===== src/design/plc_pkg.sv =====
// Shared types and constants for the polyline arc-length core.
// Used by plc_front, plc_sqrt_cell and polyline_arc_length_core; no dependencies.
package plc_pkg;

    localparam int COORD_WIDTH_DEF = 32;
    localparam int IN_FIELD_W      = 32;
    localparam int IN_DATA_W       = 64;
    localparam int LEN_W           = 48;
    localparam int OUT_DATA_W      = 48;

    localparam logic [LEN_W-1:0] LEN_MAX = {LEN_W{1'b1}};

    // Flags that travel with each point down the pipeline.
    typedef struct packed {
        logic first;   // No previous point: the chord is not added.
        logic last;    // Final point of the path.
    } t_side;

endpackage


===== src/design/plc_front.sv =====
// Front end of the arc-length core: coordinate difference, squares and their sum.
// Depends on plc_pkg; feeds the square-root cell row in polyline_arc_length_core.
module plc_front
    import plc_pkg::*;
#(
    parameter int COORD_WIDTH = COORD_WIDTH_DEF
) (
    input  logic                       i_clk,
    input  logic                       i_rst_n,
    input  logic                       i_en,
    input  logic                       i_vld,
    input  logic [IN_DATA_W-1:0]       i_data,
    input  logic                       i_last,
    output logic                       o_vld,
    output logic [2*COORD_WIDTH+1:0]   o_rad,
    output t_side                      o_side
);

    localparam int CW = COORD_WIDTH;
    localparam int RW = 2 * CW + 2;

    logic          r_have_prev;
    logic [CW-1:0] r_prev_x;
    logic [CW-1:0] r_prev_y;

    logic [CW-1:0] w_x;
    logic [CW-1:0] w_y;
    logic [CW:0]   w_dx;
    logic [CW:0]   w_dy;
    logic [CW:0]   w_ndx;
    logic [CW:0]   w_ndy;
    logic [CW-1:0] w_mx;
    logic [CW-1:0] w_my;
    logic          w_take;

    logic [2:0]      r_vld;
    t_side           r_side_a;
    t_side           r_side_b;
    t_side           r_side_c;
    logic [CW-1:0]   r_mx;
    logic [CW-1:0]   r_my;
    logic [2*CW-1:0] r_sx;
    logic [2*CW-1:0] r_sy;
    logic [RW-1:0]   r_rad;

    assign w_take = i_en && i_vld;
    assign w_x    = i_data[CW-1:0];
    assign w_y    = i_data[IN_FIELD_W+CW-1:IN_FIELD_W];

    // Sign-extended differences; the magnitude always fits in CW bits.
    assign w_dx  = {w_x[CW-1], w_x} - {r_prev_x[CW-1], r_prev_x};
    assign w_dy  = {w_y[CW-1], w_y} - {r_prev_y[CW-1], r_prev_y};
    assign w_ndx = -w_dx;
    assign w_ndy = -w_dy;
    assign w_mx  = w_dx[CW] ? w_ndx[CW-1:0] : w_dx[CW-1:0];
    assign w_my  = w_dy[CW] ? w_ndy[CW-1:0] : w_dy[CW-1:0];

    always_ff @(posedge i_clk) begin
        if (!i_rst_n) begin
            r_have_prev <= 1'b0;
            r_prev_x    <= '0;
            r_prev_y    <= '0;
            r_vld       <= '0;
        end else begin
            if (w_take) begin
                if (i_last) begin
                    r_have_prev <= 1'b0;
                    r_prev_x    <= '0;
                    r_prev_y    <= '0;
                end else begin
                    r_have_prev <= 1'b1;
                    r_prev_x    <= w_x;
                    r_prev_y    <= w_y;
                end
            end
            if (i_en) begin
                r_vld <= {r_vld[1:0], i_vld};
            end
        end
    end

    always_ff @(posedge i_clk) begin
        if (i_en) begin
            r_mx           <= w_mx;
            r_my           <= w_my;
            r_side_a.first <= !r_have_prev;
            r_side_a.last  <= i_last;
            r_sx           <= r_mx * r_mx;
            r_sy           <= r_my * r_my;
            r_side_b       <= r_side_a;
            r_rad          <= RW'({1'b0, r_sx} + {1'b0, r_sy});
            r_side_c       <= r_side_b;
        end
    end

    assign o_vld  = r_vld[2];
    assign o_rad  = r_rad;
    assign o_side = r_side_c;

    a_last_clears_prev: assert property (@(posedge i_clk) disable iff (!i_rst_n)
        w_take && i_last |=> !r_have_prev)
        else $error("previous point survived the end of a path");

    a_first_flag: assert property (@(posedge i_clk) disable iff (!i_rst_n)
        w_take |=> r_side_a.first == !$past(r_have_prev))
        else $error("first-point flag does not follow the held point");

    a_prev_tracks: assert property (@(posedge i_clk) disable iff (!i_rst_n)
        w_take && !i_last |=> r_have_prev && r_prev_x == $past(w_x))
        else $error("previous x not captured on a beat");

endmodule


===== config.mk =====
export PLATFORM = sky130hd
export DESIGN_NAME = plc_front
export DESIGN_NICKNAME = d
export VERILOG_FILES = /design/src/design/plc_pkg.sv /design/src/design/plc_front.sv
export SDC_FILE = /design/constraint.sdc
export NUM_CORES = 2
export LEC_CHECK = 0
export BUFFER_PORTS_ARGS = -buffer_cell sky130_fd_sc_hd__buf_4
export CAP_MARGIN = 15
export CORE_MARGIN = 1
export CORE_UTILIZATION = 60
export DETAILED_ROUTE_END_ITERATION = 16
export PLACE_DENSITY = 0.77
export SYNTH_ARGS = -nofsm -noshare
export SYNTH_HDL_FRONTEND = slang
export SYNTH_SLANG_ARGS = --single-unit

===== constraint.sdc =====
create_clock -name i_clk -period 21.1 [get_ports i_clk]
set_clock_uncertainty 0.15 [all_clocks]
set_input_delay 4.22 -clock i_clk [delete_from_list [all_inputs] [get_ports i_clk]]
set_output_delay 4.22 -clock i_clk [all_outputs]
set_load 0.03 [all_outputs]

==> metrics.cfg <==
[clock_tree]
postCtsHoldBufs=0
root_buffer=clkbuf_16
clkLatencyLatePin_ns=0.61
cts_buffers=39
cts_setup_buffers=0
cts.path.max_buffers=3
cts_tree=done
cts.sinks=329
clk_pin_slew_ns=0.07
cts_resized=0
cts_htree_levels=2

[place]
hpwl_mm=156
io_buffers=136
gp_congestion=0.966

[finish]
area_growth_pct=5.09
multi_input_area_um2=59000
regArea_um2=9200
final_common_cell=inv_1
drive_gt1_share_pct=4.35
final_cell_mix=inv_1, fa_1, ha_1, nand2_1, and2_1
fillCellCount=10337
layout.nets=10409
utilization_pct=63.6

[yosys]
synthArstFlopShare_pct=0
synth_cell_types=88
synthesis.area_um2=77100
ys_seq_elements=329
synth-edff-count=261
avgSynthCellArea_um2=9.55
yosys_warnings=0
synth_cells=8078
seq_area_frac_synth_pct=11.9
ys.flop_type=edfxtp_1
synth_fp_nets=10457

[critical_path]
slowest_delay_ns=1.04
start_kind=flip-flop
path_delay_family=adder cells
endpoint_kind=flip-flop
worstPathArrival_ns=9.87
cp.required_ns=21.31
crit_chain=buf_4 -> inv_1 -> nor2_1 -> fa_1 -> fa_1 -> fa_1 -> inv_1 -> fa_1 -> inv_1 -> fa_1 -> fa_1 -> fa_1 -> fa_1 -> ha_1 -> and3_1 -> and3_1 -> nor3b_1 -> o21ai_0 -> a2111oi_1 -> nor3_1 -> o31ai_1 -> a31oi_1 -> o21ai_0 -> xor2_1
crit_path_frequent_cell=fa_1
critPathMaxFanout=23
critPathKind=flip-flop to flip-flop
cp_slowest_cell=a2111oi_1
crit_buf_inv=4

[worst_hold_path]
hp-class=flip-flop to flip-flop

[timing]
finalSetupViolCount=0
worstMarginPinSlew_ns=1.17
rsz0062_at_grt=false
fmax_mhz=104
fin_crit_ns=9.66
slew_headroom_pct=21.5
period_share_pct=45.8
final_hold_viol_count=0
fin_tns_setup_ns=0
slew_violations=0

[floorplan]
die_x_um=361
rows=131
die_y_um=361
initial_core_util_pct=60.5
pin_count=138
coreArea_um2=128000
dieArea_um2=130000

[grt]
grtUsageTotal_pct=31.3
overflow=0
antenna_found_initial=7
grt_max_degree=132
grt_pass1_vias=60508
grt_pass1_wl_mm=318

[route]
drt-vias-per-instance=5.66
route.detailed.drc=0
drtIter0Drc=3988
routed_wl_mm=196
avgRoutedWirePerCell_um=20.2
via_count=55037
drt.antenna.violating_nets=0
dr.pass1.iters=5

[run]
cap_violations=0

[outcome]
status=finished clean

==> state kept, by name, summed over array words and instances (netlist names) <==
signal and cells:
o_rad 65, o_side 2, r_have_prev 1, r_mx 32, r_my 32, r_prev_x 32, r_prev_y 32, r_side_a 2
r_side_b 2, r_sx 63, r_sy 63, r_vld 3
==> cells in the mapped netlist (25+ instances only) <==
library cell	number	area [um2]
nor3_1	35	175
nor3b_1	68	510
clkbuf_1	285	1070
nand2_1	646	2420
a21oi_1	316	1580
a21o_1	140	1050
ha_1	722	9030
a31o_2	28	245
edfxtp_1	261	7840
o21bai_1	47	353
dfxtp_1	68	1360
nor2_1	240	901
a211oi_1	25	188
nor2b_1	109	682
and3_1	27	169
and2_1	458	2870
xor2_1	135	1180
fa_1	1588	31800
inv_1	2068	7760
xnor2_1	224	1960
nand3_1	58	290
o21ai_0	137	686
a31oi_1	44	275
nand4_1	44	275
==> through the flow <==
stage	setup WS, ns	hold slack, ns	area [um2]	std cells
2_1_floorplan	12.91	0.250	77100	8078
3_3_place_gp	11.83	0.259	79700	9650
3_5_place_dp	11.64	0.260	79700	9650
4_1_cts	11.62	0.273	81000	9721
5_1_grt	10.98	0.288	81000	9722
6_report	11.44	0.271	81000	9724
==> worst reg2reg max path, stage by stage, from the launching register on <==
cell and delay (ns):
edfxtp_1 0.33, buf_4 0.34, inv_1 0.42, nor2_1 0.41, fa_1 0.48, fa_1 0.50
fa_1 0.51, inv_1 0.05, fa_1 0.47, inv_1 0.05, fa_1 0.48, fa_1 0.47
fa_1 0.55, fa_1 0.43, ha_1 0.47, and3_1 0.30, and3_1 0.21, nor3b_1 0.30
o21ai_0 0.23, a2111oi_1 1.04, nor3_1 0.20, o31ai_1 0.53, a31oi_1 0.20, o21ai_0 0.22
xor2_1 0.09
==> routing by layer <==
metal  wire, um  track usage [%]
met1      77000             40.9
met2      94200             52.5
met3      17500             5.81
met4       7530             10.7
met5         13                0
==> layout make-up <==
class                   count  share of cell area [%]
well taps                1662                    2.57
diodes                      2                 0.00618
flip-flops and latches    329                    11.4
multi-input cells        5379                    72.8
repair buffers            209                    1.99
clock inverters            29                   0.442
inverters                2072                    9.60
clock buffers              42                    1.23
==> logic make-up after synthesis <==
kind of cell / Yosys count / synth area share (%)
buf+inv: 2370 / 11.5
fa+ha+maj: 2310 / 52.9
simple gates: 1784 / 11.7
compound gates: 914 / 7.60
xor+xnor: 360 / 4.11
flops: 329 / 11.9
mux: 10 / 0.149
other cells: 1 / 0.00486
==> final timing paths <==
check	from	slack, ns	depth (start not counted)	end
setup / recovery	r_mx[13]	11.44	24	r_sx[58]
hold / removal	r_side_b[0]	0.27	0	o_side[0]
setup reg to reg	r_mx[13]	11.44	24	r_sx[58]
hold reg to reg	r_side_b[0]	0.27	0	o_side[0]
Power is not shown: default switching activity piles up to over one toggle a cycle in this logic, so the estimate is an artifact.
