$ cat config.mk
export PLATFORM = sky130hd
export DESIGN_NAME = plc_sqrt_cell
export DESIGN_NICKNAME = d
export VERILOG_FILES = /design/src/design/plc_pkg.sv /design/src/design/plc_sqrt_cell.sv
export SDC_FILE = /design/constraint.sdc
export NUM_CORES = 1
export LEC_CHECK = 0
export BUFFER_PORTS_ARGS = -buffer_cell sky130_fd_sc_hd__buf_4
export CAP_MARGIN = 15
export CELL_PAD_IN_SITES_DETAIL_PLACEMENT = 1
export CELL_PAD_IN_SITES_GLOBAL_PLACEMENT = 2
export CORE_MARGIN = 2
export CORE_UTILIZATION = 33
export CTS_CLUSTER_DIAMETER = 100
export DETAILED_ROUTE_END_ITERATION = 10
export PLACE_DENSITY_LB_ADDON = 0.1
export SLEW_MARGIN = 20
export SYNTH_ARGS = -nofsm -noshare
export SYNTH_HDL_FRONTEND = slang
export SYNTH_SLANG_ARGS = --single-unit
$ cat constraint.sdc
create_clock -name i_clk -period 7.5 [get_ports i_clk]
set_input_delay 0.75 -clock i_clk [delete_from_list [all_inputs] [get_ports i_clk]]
set_output_delay 0.75 -clock i_clk [all_outputs]
set_load 0.005 [all_outputs]
$ cat src/design/plc_pkg.sv
// Shared types and constants for the polyline arc-length core.
// Used by plc_front, plc_sqrt_cell and polyline_arc_length_core; no dependencies.
package plc_pkg;

    localparam int COORD_WIDTH_DEF = 32;
    localparam int IN_FIELD_W      = 32;
    localparam int IN_DATA_W       = 64;
    localparam int LEN_W           = 48;
    localparam int OUT_DATA_W      = 48;

    localparam logic [LEN_W-1:0] LEN_MAX = {LEN_W{1'b1}};

    // Flags that travel with each point down the pipeline.
    typedef struct packed {
        logic first;   // No previous point: the chord is not added.
        logic last;    // Final point of the path.
    } t_side;

endpackage

$ cat src/design/plc_sqrt_cell.sv
// One cell of the restoring square-root row: one radicand bit pair per cell.
// Depends on plc_pkg; chained COORD_WIDTH+1 times in polyline_arc_length_core.
module plc_sqrt_cell
    import plc_pkg::*;
#(
    parameter int COORD_WIDTH = COORD_WIDTH_DEF
) (
    input  logic                       i_clk,
    input  logic                       i_rst_n,
    input  logic                       i_en,
    input  logic                       i_vld,
    input  logic [2*COORD_WIDTH+1:0]   i_rad,
    input  logic [COORD_WIDTH+3:0]     i_rem,
    input  logic [COORD_WIDTH:0]       i_root,
    input  t_side                      i_side,
    output logic                       o_vld,
    output logic [2*COORD_WIDTH+1:0]   o_rad,
    output logic [COORD_WIDTH+3:0]     o_rem,
    output logic [COORD_WIDTH:0]       o_root,
    output t_side                      o_side
);

    localparam int CW    = COORD_WIDTH;
    localparam int RW    = 2 * CW + 2;
    localparam int REM_W = CW + 4;

    logic [REM_W-1:0] w_rem_s;
    logic [REM_W-1:0] w_trial;
    logic             w_ge;

    logic             r_vld;
    logic [RW-1:0]    r_rad;
    logic [REM_W-1:0] r_rem;
    logic [CW:0]      r_root;
    t_side            r_side;

    // Bring down the next pair and try to subtract 4*root + 1.
    assign w_rem_s = {i_rem[REM_W-3:0], i_rad[RW-1 -: 2]};
    assign w_trial = REM_W'({i_root, 2'b01});
    assign w_ge    = w_rem_s >= w_trial;

    always_ff @(posedge i_clk) begin
        if (!i_rst_n) begin
            r_vld <= 1'b0;
        end else if (i_en) begin
            r_vld <= i_vld;
        end
    end

    always_ff @(posedge i_clk) begin
        if (i_en) begin
            r_rad  <= {i_rad[RW-3:0], 2'b00};
            r_rem  <= w_ge ? (w_rem_s - w_trial) : w_rem_s;
            r_root <= {i_root[CW-1:0], w_ge};
            r_side <= i_side;
        end
    end

    assign o_vld  = r_vld;
    assign o_rad  = r_rad;
    assign o_rem  = r_rem;
    assign o_root = r_root;
    assign o_side = r_side;

endmodule

==> results_dict.tcl, run 1 <==
set metrics [dict create \
    required_ns 7.67 \
    regToRegSetupSlack_ns 6.88 \
    num_io_pins 279 \
    first_iter_violations 147 \
    fill_cells 2137 \
    cts_resized 0 \
    finalClockSkew_ns 0 \
    worstPathArrival_ns 3.64 \
    ys.flop_type "edfxtp_1" \
    synth_area_leaders "edfxtp_1 (60%), ha_1 (6.5%), mux2_4 (5.8%)" \
    max_freq_mhz 288 \
    row_count 52 \
    yosys.area_share.xor_xnor 0.0402 \
    gr-total-overflow 0 \
    synth.area.mux_share 0.0721 \
    syn_to_final_growth_pct 42.7 \
    via_per_inst 4.72 \
    cts_hold_buffers 0 \
    crit_chain "buf_4, inv_1, ha_1, o21a_2, o311ai_2, a32oi_2, a41oi_4, o211a_4, o31a_4, o211a_4, inv_8, mux2_2" \
    drv_cap 0 \
    port_buffers 274 \
    grt_pass1_vias 5301 \
    initial_core_util 0.335 \
    peakVddDrop_uv 147 \
    synth-async-reset-ratio 0 \
    die_h_um 147 \
    globalplace.congestion 0.768 \
    vias 4971 \
    r2r-start "o_vld" \
    root_buffer "clkbuf_16" \
    yosysWarnings 0 \
    grt_pass1_wl_um 29600 \
    insertion_delay_ns 0.42 \
    detail_route.wl_per_cell_um 18.1 \
    cts_buffers 17 \
    post-synth-top-area-cell "edfxtp_1" \
    startpoint "i_root[1]" \
    synth-seq-cells 136 \
    drive_gt1_frac 0.457 \
    power_density_mw_per_mm2 235 \
    synth_top_family_by_area "compound AO/OA/AOI/OAI gates" \
    postRouteAntennaNets 0 \
    route.detailed.drc 0 \
    grt_max_degree 74 \
    post-cts-setup-buffers 0 \
    cts.clk_slew.worst_paths_ns 0.07 \
    reg2reg_to "o_vld" \
    placed_cells 1022 \
    clock_path_buffers 2 \
    place_hpwl_um 14700 \
    stdcell_count 1054 \
    r2r_cells 2 \
    hold_viol 0 \
    cp_top_family "compound AO/OA/AOI/OAI gates" \
    synthAdderAreaFrac 0.0649 \
    synth_compound_area_frac 0.106 \
    diodes 0 \
    fin_crit_sh 0.463 \
    routed_wl_um 19100 \
    synth_top_area_frac 0.600 \
    timing.slew.headroom 0.371 \
    worstSetupPathType "in2reg" \
    antenna_found_initial 0 \
    core_mm2 0.0202 \
    slew_violations 0 \
    status "completed" \
    rsz0062_at_grt "no" \
    avgSynthCellArea_um2 13.9 \
    grt_use_total 0.177 \
    crit_path_end "o_rem[2]" \
    drtPass1Iterations 4 \
    synth_area_mm2 0.00675 \
    htree_levels 4 \
    synthCells 487 \
    die_x_um 147 \
    final_nets 947 \
    synth_edf_count 135 \
    holdPathStages 1 \
    leakage_nw 4.27 \
    cts_tree "built" \
    worst-path-max-fanout 35 \
    cp_slowest_cell "mux2_2" \
    setup_viol 0 \
    crit_cells 12 \
    synthSimpleGateAreaFrac 0.0686 \
    cp-end-kind "register" \
    timing.final.crit_period_ns 3.47 \
    slowest_delay_ns 0.39 \
    start_kind "input pin" \
    cts.sinks 136 \
    ys_seq_area_frac 0.603 \
    crit_buf_inv 3 \
    worstHoldPathType "in2reg" \
    yosysUniqueCellTypes 65 \
    path_common_cell "o211a_4" \
    setup_tns_ns 0 \
    dieArea_mm2 0.0216 \
    worst-slew-pin-transition_ns 0.944 \
]
[cells in the final DEF (no fill, tap or decap), types with 2 or more instances in the layout]
cell type  instances
buf_4            274
edfxtp_1         135
inv_1             47
ha_1              35
a21oi_1           30
nand2_1           27
mux2_4            26
o21ai_0           18
xnor2_1           18
clkbuf_16         17
nor2_1            15
xor2_1            13
nand3_1            9
a21o_1             9
nor3_1             7
nand4_1            7
o21a_1             6
o211ai_1           5
mux2_2             5
inv_8              4
o21bai_1           4
mux2i_1            4
inv_6              4
clkinv_4           4
and3_2             3
and3_1             3
or2_2              3
and2_1             3
nor2b_1            3
and4_1             2
nor3b_1            2
o41ai_1            2
o211a_4            2
nor4_1             2
conb_1             2
[flip-flops by register name, summed over array words and instances (netlist names)]
signal  cells
o_rad      64
o_rem      36
o_root     33
o_side      2
o_vld       1
[Yosys cell counts, types with 2 or more instances]
cell type and count:
inv_1 47, o211a_4 2, nor2b_1 3, buf_4 3, xnor2_1 18, and3_2 3
and4_1 2, nor2_1 15, o21a_1 6, a21oi_1 30, xor2_1 13, clkbuf_1 2
ha_1 35, mux2_4 26, mux2_2 5, edfxtp_1 135, mux2i_1 4, o21bai_1 4
buf_12 3, o211ai_1 5, nand2_1 27, or2_2 3, nand4_1 7, nor4_1 2
and2_1 3, nand3_1 9, a21o_1 9, nor3_1 7, o41ai_1 2, buf_2 2
nor3b_1 2, and3_1 3, o21ai_0 18
[worst min-delay path by stage]
stage / from / end / slack [ns]
finish: i_rad[31] / o_rad[33] / 0.50
global route: i_rad[55] / o_rad[57] / 0.48
CTS: i_rad[31] / o_rad[33] / 0.48
detailed placement: o_vld / o_vld / 0.54
global placement: o_vld / o_vld / 0.50
floorplan: o_vld / o_vld / 0.51
[power breakdown]
part           total [mW]  switching, mW  internal [mW]
logic               0.464          0.205          0.260
clock network       0.846          0.375          0.471
registers           0.952         0.0220          0.930
total                2.26          0.602           1.66
[metrics by stage]
step,setup slack [ns],util,hold WS (ns),cell area (µm²),total power [mW]
floorplan,4.06,-,0.507,6760,1.20
global placement,3.56,0.449,0.501,9050,1.43
detailed placement,3.57,0.449,0.537,9050,1.44
CTS,3.99,0.478,0.480,9640,2.30
global route,3.89,0.478,0.479,9640,2.37
finish,4.03,0.478,0.496,9640,2.26
[final cells by class]
| cell class | instances | area, µm² | area share |
|---|---|---|---|
| Sequential cell | 136 | 4070 | 0.423 |
| Multi-Input combinational cell | 293 | 2380 | 0.247 |
| Timing Repair Buffer | 275 | 2070 | 0.215 |
| Clock buffer | 17 | 425 | 0.0441 |
| Tap cell | 270 | 338 | 0.0351 |
| Inverter | 48 | 188 | 0.0195 |
| Clock inverter | 15 | 161 | 0.0167 |
[worst register-to-register path, stage by stage, from the launching register on]
cell     delay, ns
dfxtp_1       0.31
mux2i_1       0.14
nor2b_1       0.06
[layer usage]
metal,track usage,wire length [µm],up-vias
li1,-,-,2383
met1,0.211,8020,2385
met2,0.310,9510,183
met3,0.0472,1230,20
met4,0.0620,343,0
met5,0,0,-
[logic make-up (layout without fill, tap and decap cells)]
| group | Yosys count | in the layout |
|---|---|---|
| compound gates | 99 | 99 |
| xor+xnor | 31 | 31 |
| fa+ha+maj | 35 | 35 |
| buf+inv | 59 | 355 |
| flops | 136 | 136 |
| mux | 35 | 35 |
| other cells | 1 | 2 |
| simple gates | 91 | 91 |
No activity file was read; power rests on OpenSTA's default activity.
==> inputs of run 2 (changes only) <==
Settings changed: CORE_UTILIZATION 33 to 31.
Clock period 7.5 ns to 3.5 ns, I/O delays scaled along.
==> run 2 against run 1 <==
Effect of this change: setup slack got worse by 3.5 ns; largest power group unchanged; critical path depth is the same; critical path type unchanged; highest routed layer unchanged; clock skew stayed put; die area grew 6.3%; combinational power increased by 120%.
==> results_dict.tcl, run 2 (synthesis results as in run 1) <==
set metrics [dict create \
    antenna_found_initial 0 \
    cts_resized 0 \
    initial_core_util 0.318 \
    worst-path-max-fanout 35 \
    drv_cap 0 \
    insertion_delay_ns 0.41 \
    die_h_um 152 \
    detail_route.wl_per_cell_um 17.7 \
    use_met3 0.0509 \
    routed_wl_um 19000 \
    largest_register_ffs 64 \
    multi_input_area_mm2 0.00238 \
    cts_buffers 17 \
    core_mm2 0.0212 \
    final_util 0.459 \
    crit_chain "buf_4, inv_1, ha_1, o21a_2, o311ai_2, a32oi_2, a41oi_4, o211a_4, o31a_4, o211a_4, inv_8, mux2_2" \
    timing.slew.headroom 0.624 \
    gr-total-overflow 0 \
    vias 4898 \
    setup_ws_ns 0.566 \
    grt_max_degree 52 \
    final_nets 958 \
    final_area_mm2 0.00974 \
    route.detailed.drc 0 \
    fin_crit_sh 0.838 \
    rsz0062_at_grt "no" \
    worstSetupPathType "in2reg" \
    first_iter_violations 203 \
    cts_tree "built" \
    via_per_inst 4.58 \
    drive_gt1_frac 0.464 \
    grt_pass1_wl_um 27900 \
    slew_violations 0 \
    root_buffer "clkbuf_16" \
    clock_path_buffers 2 \
    grt_use_total 0.160 \
    dieArea_mm2 0.0230 \
    slowest_delay_ns 0.39 \
    postRouteAntennaNets 0 \
    peakVddDrop_uv 284 \
    cts_hold_buffers 0 \
    final_common_cell "buf_4" \
    seq_area_mm2 0.00407 \
    use_met2 0.278 \
    start_kind "input pin" \
    worstPathArrival_ns 3.11 \
    cp_slowest_cell "mux2_2" \
    grt_pass1_vias 5156 \
    setup_viol 0 \
    worst-slew-pin-transition_ns 0.561 \
    port_buffers 274 \
    cts.sinks 136 \
    layout_common_cells "buf_4 (284), edfxtp_1 (135), inv_1 (47)" \
    place_hpwl_um 14900 \
    worstHoldPathType "in2reg" \
    diodes 0 \
    timing.final.crit_period_ns 2.93 \
    leakage_nw 4.32 \
    power_density_mw_per_mm2 496 \
    fill_cells 2287 \
    syn_to_final_growth_pct 44.2 \
    post-cts-setup-buffers 0 \
    regToRegSetupSlack_ns 2.86 \
    htree_levels 4 \
    row_count 53 \
    cts.clk_slew.worst_paths_ns 0.06 \
    drtPass1Iterations 5 \
    path_common_cell "o211a_4" \
    finalClockSkew_ns 0 \
    num_io_pins 279 \
    placed_cell_area_mm2 0.00915 \
    use_met1 0.195 \
    globalplace.congestion 0.751 \
    setup_tns_ns 0 \
    max_freq_mhz 341 \
    die_x_um 152 \
    status "completed" \
    grt-busiest-layer "met2" \
    post-place-ws_ns 0.0818 \
    required_ns 3.67 \
    cp-end-kind "register" \
    hold_viol 0 \
]
-- run 2: cell types whose count changed in the layout (fill, tap and decap cells not counted), sizes merged --
cell	before	now
inv	55	56
clkinvlp	1	2
buf	275	286
clkinv	6	4
-- run 2: critical path: cells and delay by family --
family,cells,cell delay (ns)
multiplexers,1,0.39
buffers and inverters,3,0.43
adder cells (fa/ha/maj),1,0.23
AO/OA/AOI/OAI,7,1.70
-- run 2: area by class of cell --
cell class	instances	area share
clock inverters	15	0.0162
multi-input cells	293	0.245
well taps	275	0.0353
clock buffers	17	0.0437
flip-flops and latches	136	0.418
inverters	48	0.0193
repair buffers	286	0.222
-- run 2: routing by layer --
layer,up-vias,routed length [µm],share of wire
li1,2409,-,-
met1,2292,7950,0.42
met2,188,9310,0.49
met3,9,1580,0.083
met4,0,123,0.0065
met5,-,0,0
-- run 2: stage by stage --
| stage | instances | hold WS (ns) | power (mW) |
|---|---|---|---|
| 6_report | 1070 | 0.105 | 4.83 |
| 5_1_grt | 1070 | 0.0843 | 5.07 |
| 4_1_cts | 1070 | 0.0850 | 4.91 |
| 3_5_place_dp | 1038 | 0.530 | 3.11 |
| 3_3_place_gp | 1038 | 0.505 | 3.09 |
| 2_1_floorplan | 488 | 0.449 | 2.57 |
-- run 2: worst paths after layout --
check,start,end,depth (start not counted)
worst max-delay path,i_root[1],o_rem[2],12
worst min-delay path,i_rad[51],o_rad[53],1
worst max register to register,o_vld,o_vld,2
worst min register to register,o_vld,o_vld,2
-- run 2: power by group --
part           total (mW)  internal [mW]  switching [mW]
sequential           2.04           1.99          0.0468
clock                1.78           1.01           0.772
combinational        1.01          0.570           0.441
total                4.83           3.57            1.26
==> inputs of run 3 (changes only) <==
Settings changed: ABC_AREA set to 1, CORE_UTILIZATION 31 to 29.
Clock period 3.5 ns to 3 ns, I/O delays scaled along.
==> run 3 against run 2 <==
Effect of this change: sequential power up 16%; critical path depth grew 1; non-clock buffer count decreased by 5; clock skew is the same; clock power grew 21%; first-iteration DRC count up 64%; final cell count increased by 37%; count of clock-buffer cells in the layout unchanged; sequential share of layout area fell by 3.2 points; setup slack better by 0.46 ns; critical path type unchanged; largest power group unchanged.
==> results_dict.tcl, run 3 <==
set metrics [dict create \
    timing.final.crit_period_ns 1.97 \
    core_mm2 0.0253 \
    final_area_mm2 0.0105 \
    leakage_nw 5.19 \
    crit_path_end "o_rem[30]" \
    cts.clk_slew.worst_paths_ns 0.07 \
    antenna_found_initial 0 \
    slew_violations 0 \
    startpoint "i_rem[1]" \
    crit_buf_inv 1 \
    vias 6315 \
    num_io_pins 279 \
    post-cts-setup-buffers 0 \
    drtPass1Iterations 4 \
    cts_buffers 17 \
    placed_cell_area_mm2 0.00996 \
    ys_seq_area_frac 0.543 \
    post-synth-top-area-cell "edfxtp_1" \
    root_buffer "clkbuf_16" \
    worstHoldPathType "in2reg" \
    crit_chain "buf_4, ha_1, nand2_1, o21ai_4, nand2_1, nand2_1, nand2_1, nand2_1, nand2_1, nand2_1, nand2_1, nand3_2, nand2_1" \
    diodes 0 \
    synth_most_common_cell "nand2_1" \
    placed_cells 1432 \
    die_h_um 165 \
    fin_crit_sh 0.657 \
    synth-seq-cells 136 \
    syn_to_final_growth_pct 40.5 \
    initial_core_util 0.296 \
    cts_hold_buffers 0 \
    reg2reg_to "o_vld" \
    fill_cells 3055 \
    grt_max_degree 55 \
    stdcell_count 1464 \
    regToRegSetupSlack_ns 2.32 \
    setup_tns_ns 0 \
    r2r-start "o_vld" \
    holdPathStages 1 \
    final_util 0.416 \
    hp-start "i_rad[41]" \
    layout_common_cells "nand2_1 (289), buf_4 (278), inv_1 (138)" \
    synth-async-reset-ratio 0 \
    max_freq_mhz 508 \
    cp-end-kind "register" \
    postRouteAntennaNets 0 \
    r2r_cells 2 \
    first_iter_violations 333 \
    cts_resized 0 \
    grt_pass1_vias 6555 \
    rsz0062_at_grt "no" \
    dieArea_mm2 0.0272 \
    path_common_cell "nand2_1" \
    status "completed" \
    hold_viol 0 \
    gr-total-overflow 0 \
    synth_area_mm2 0.00750 \
    synth_area_leaders "edfxtp_1 (54%), nand2_1 (14%), inv_1 (6.9%)" \
    worst-slew-pin-transition_ns 0.588 \
    cts_tree "built" \
    globalplace.congestion 0.836 \
    synth_top_area_frac 0.540 \
    avgSynthCellArea_um2 9.05 \
    slowest_delay_ns 0.38 \
    drive_gt1_frac 0.321 \
    cp_slowest_cell "ha_1" \
    cp_top_family "simple AND/OR/NAND/NOR gates" \
    port_buffers 274 \
    timing.slew.headroom 0.608 \
    worstSetupPathType "in2reg" \
    grt_pass1_wl_um 37100 \
    final_nets 1297 \
    peakVddDrop_uv 276 \
    row_count 58 \
    insertion_delay_ns 0.42 \
    detail_route.wl_per_cell_um 16.7 \
    ys.flop_type "edfxtp_1" \
    synthCells 829 \
    place_hpwl_um 19500 \
    clock_path_buffers 2 \
    required_ns 3.18 \
    yosysUniqueCellTypes 28 \
    setup_viol 0 \
    worst-path-max-fanout 4 \
    crit_cells 13 \
    routed_wl_um 24500 \
    power_density_mw_per_mm2 546 \
    ys_top_cells_by_count "nand2_1 (289), inv_1 (138), edfxtp_1 (135)" \
    grt_use_total 0.181 \
    yosysWarnings 0 \
    start_kind "input pin" \
    synth_edf_count 135 \
    drv_cap 0 \
    route.detailed.drc 0 \
    final_common_cell "nand2_1" \
    htree_levels 4 \
    worstPathArrival_ns 2.15 \
    cts.sinks 136 \
    die_x_um 165 \
    largest_register_ffs 64 \
    via_per_inst 4.31 \
    finalClockSkew_ns 0 \
]
==> run 3: changes by cell type after synthesis, moves of 18 or more <==
cell / previous run / this run
inv_1: 47 / 138
nand3_1: 9 / 27
nand2_1: 27 / 289
nor2_1: 15 / 56
nand2_2: 0 / 31
mux2_4: 26 / 0
==> run 3: logic make-up (layout without fill, tap and decap cells) <==
logic type | after synthesis | after routing | synth area share
compound gates | 46 | 46 | 0.0345
flops | 136 | 136 | 0.543
simple gates | 444 | 444 | 0.258
other cells | 1 | 2 | 0.000500
xor+xnor | 19 | 19 | 0.0222
buf+inv | 148 | 452 | 0.0831
fa+ha+maj | 35 | 35 | 0.0584
==> run 3: worst min path at each step <==
stage	to	slack (ns)
4_1_cts	o_rad[43]	0.02
3_5_place_dp	o_rad[35]	0.48
5_1_grt	o_rad[35]	0.02
3_3_place_gp	o_rad[3]	0.48
2_1_floorplan	o_vld	0.39
6_report	o_rad[43]	0.04
==> run 3: power by group <==
| part | total (mW) | leakage (nW) | switching (mW) | internal (mW) |
|---|---|---|---|---|
| logic | 1.24 | 3.58 | 0.670 | 0.569 |
| registers | 2.37 | 1.33 | 0.0534 | 2.31 |
| clock network | 2.15 | 0.282 | 0.974 | 1.18 |
==> run 3: area by class of cell <==
type | instances | area (µm²) | share of cell area
sequential | 136 | 4070 | 0.387
tap | 330 | 413 | 0.0392
clock buffer | 17 | 425 | 0.0404
inverter | 139 | 522 | 0.0495
timing repair buffer | 281 | 2140 | 0.203
multi-input combinational | 546 | 2810 | 0.267
clock inverter | 15 | 158 | 0.0150
==> run 3: per-stage QoR <==
step	total power [mW]	worst slack, ns	hold slack [ns]
finish	5.76	1.03	0.0380
global route	6.08	0.850	0.0228
CTS	5.86	1.04	0.0224
detailed placement	3.68	0.588	0.479
global placement	3.65	0.611	0.478
floorplan	3.00	1.04	0.393
==> run 3: routing by layer <==
metal	share of wire	track usage	wire, µm
met5	0	0	0
met2	0.48	0.309	11700
met3	0.052	0.0357	1270
met4	0.0082	0.0387	200
met1	0.46	0.239	11300
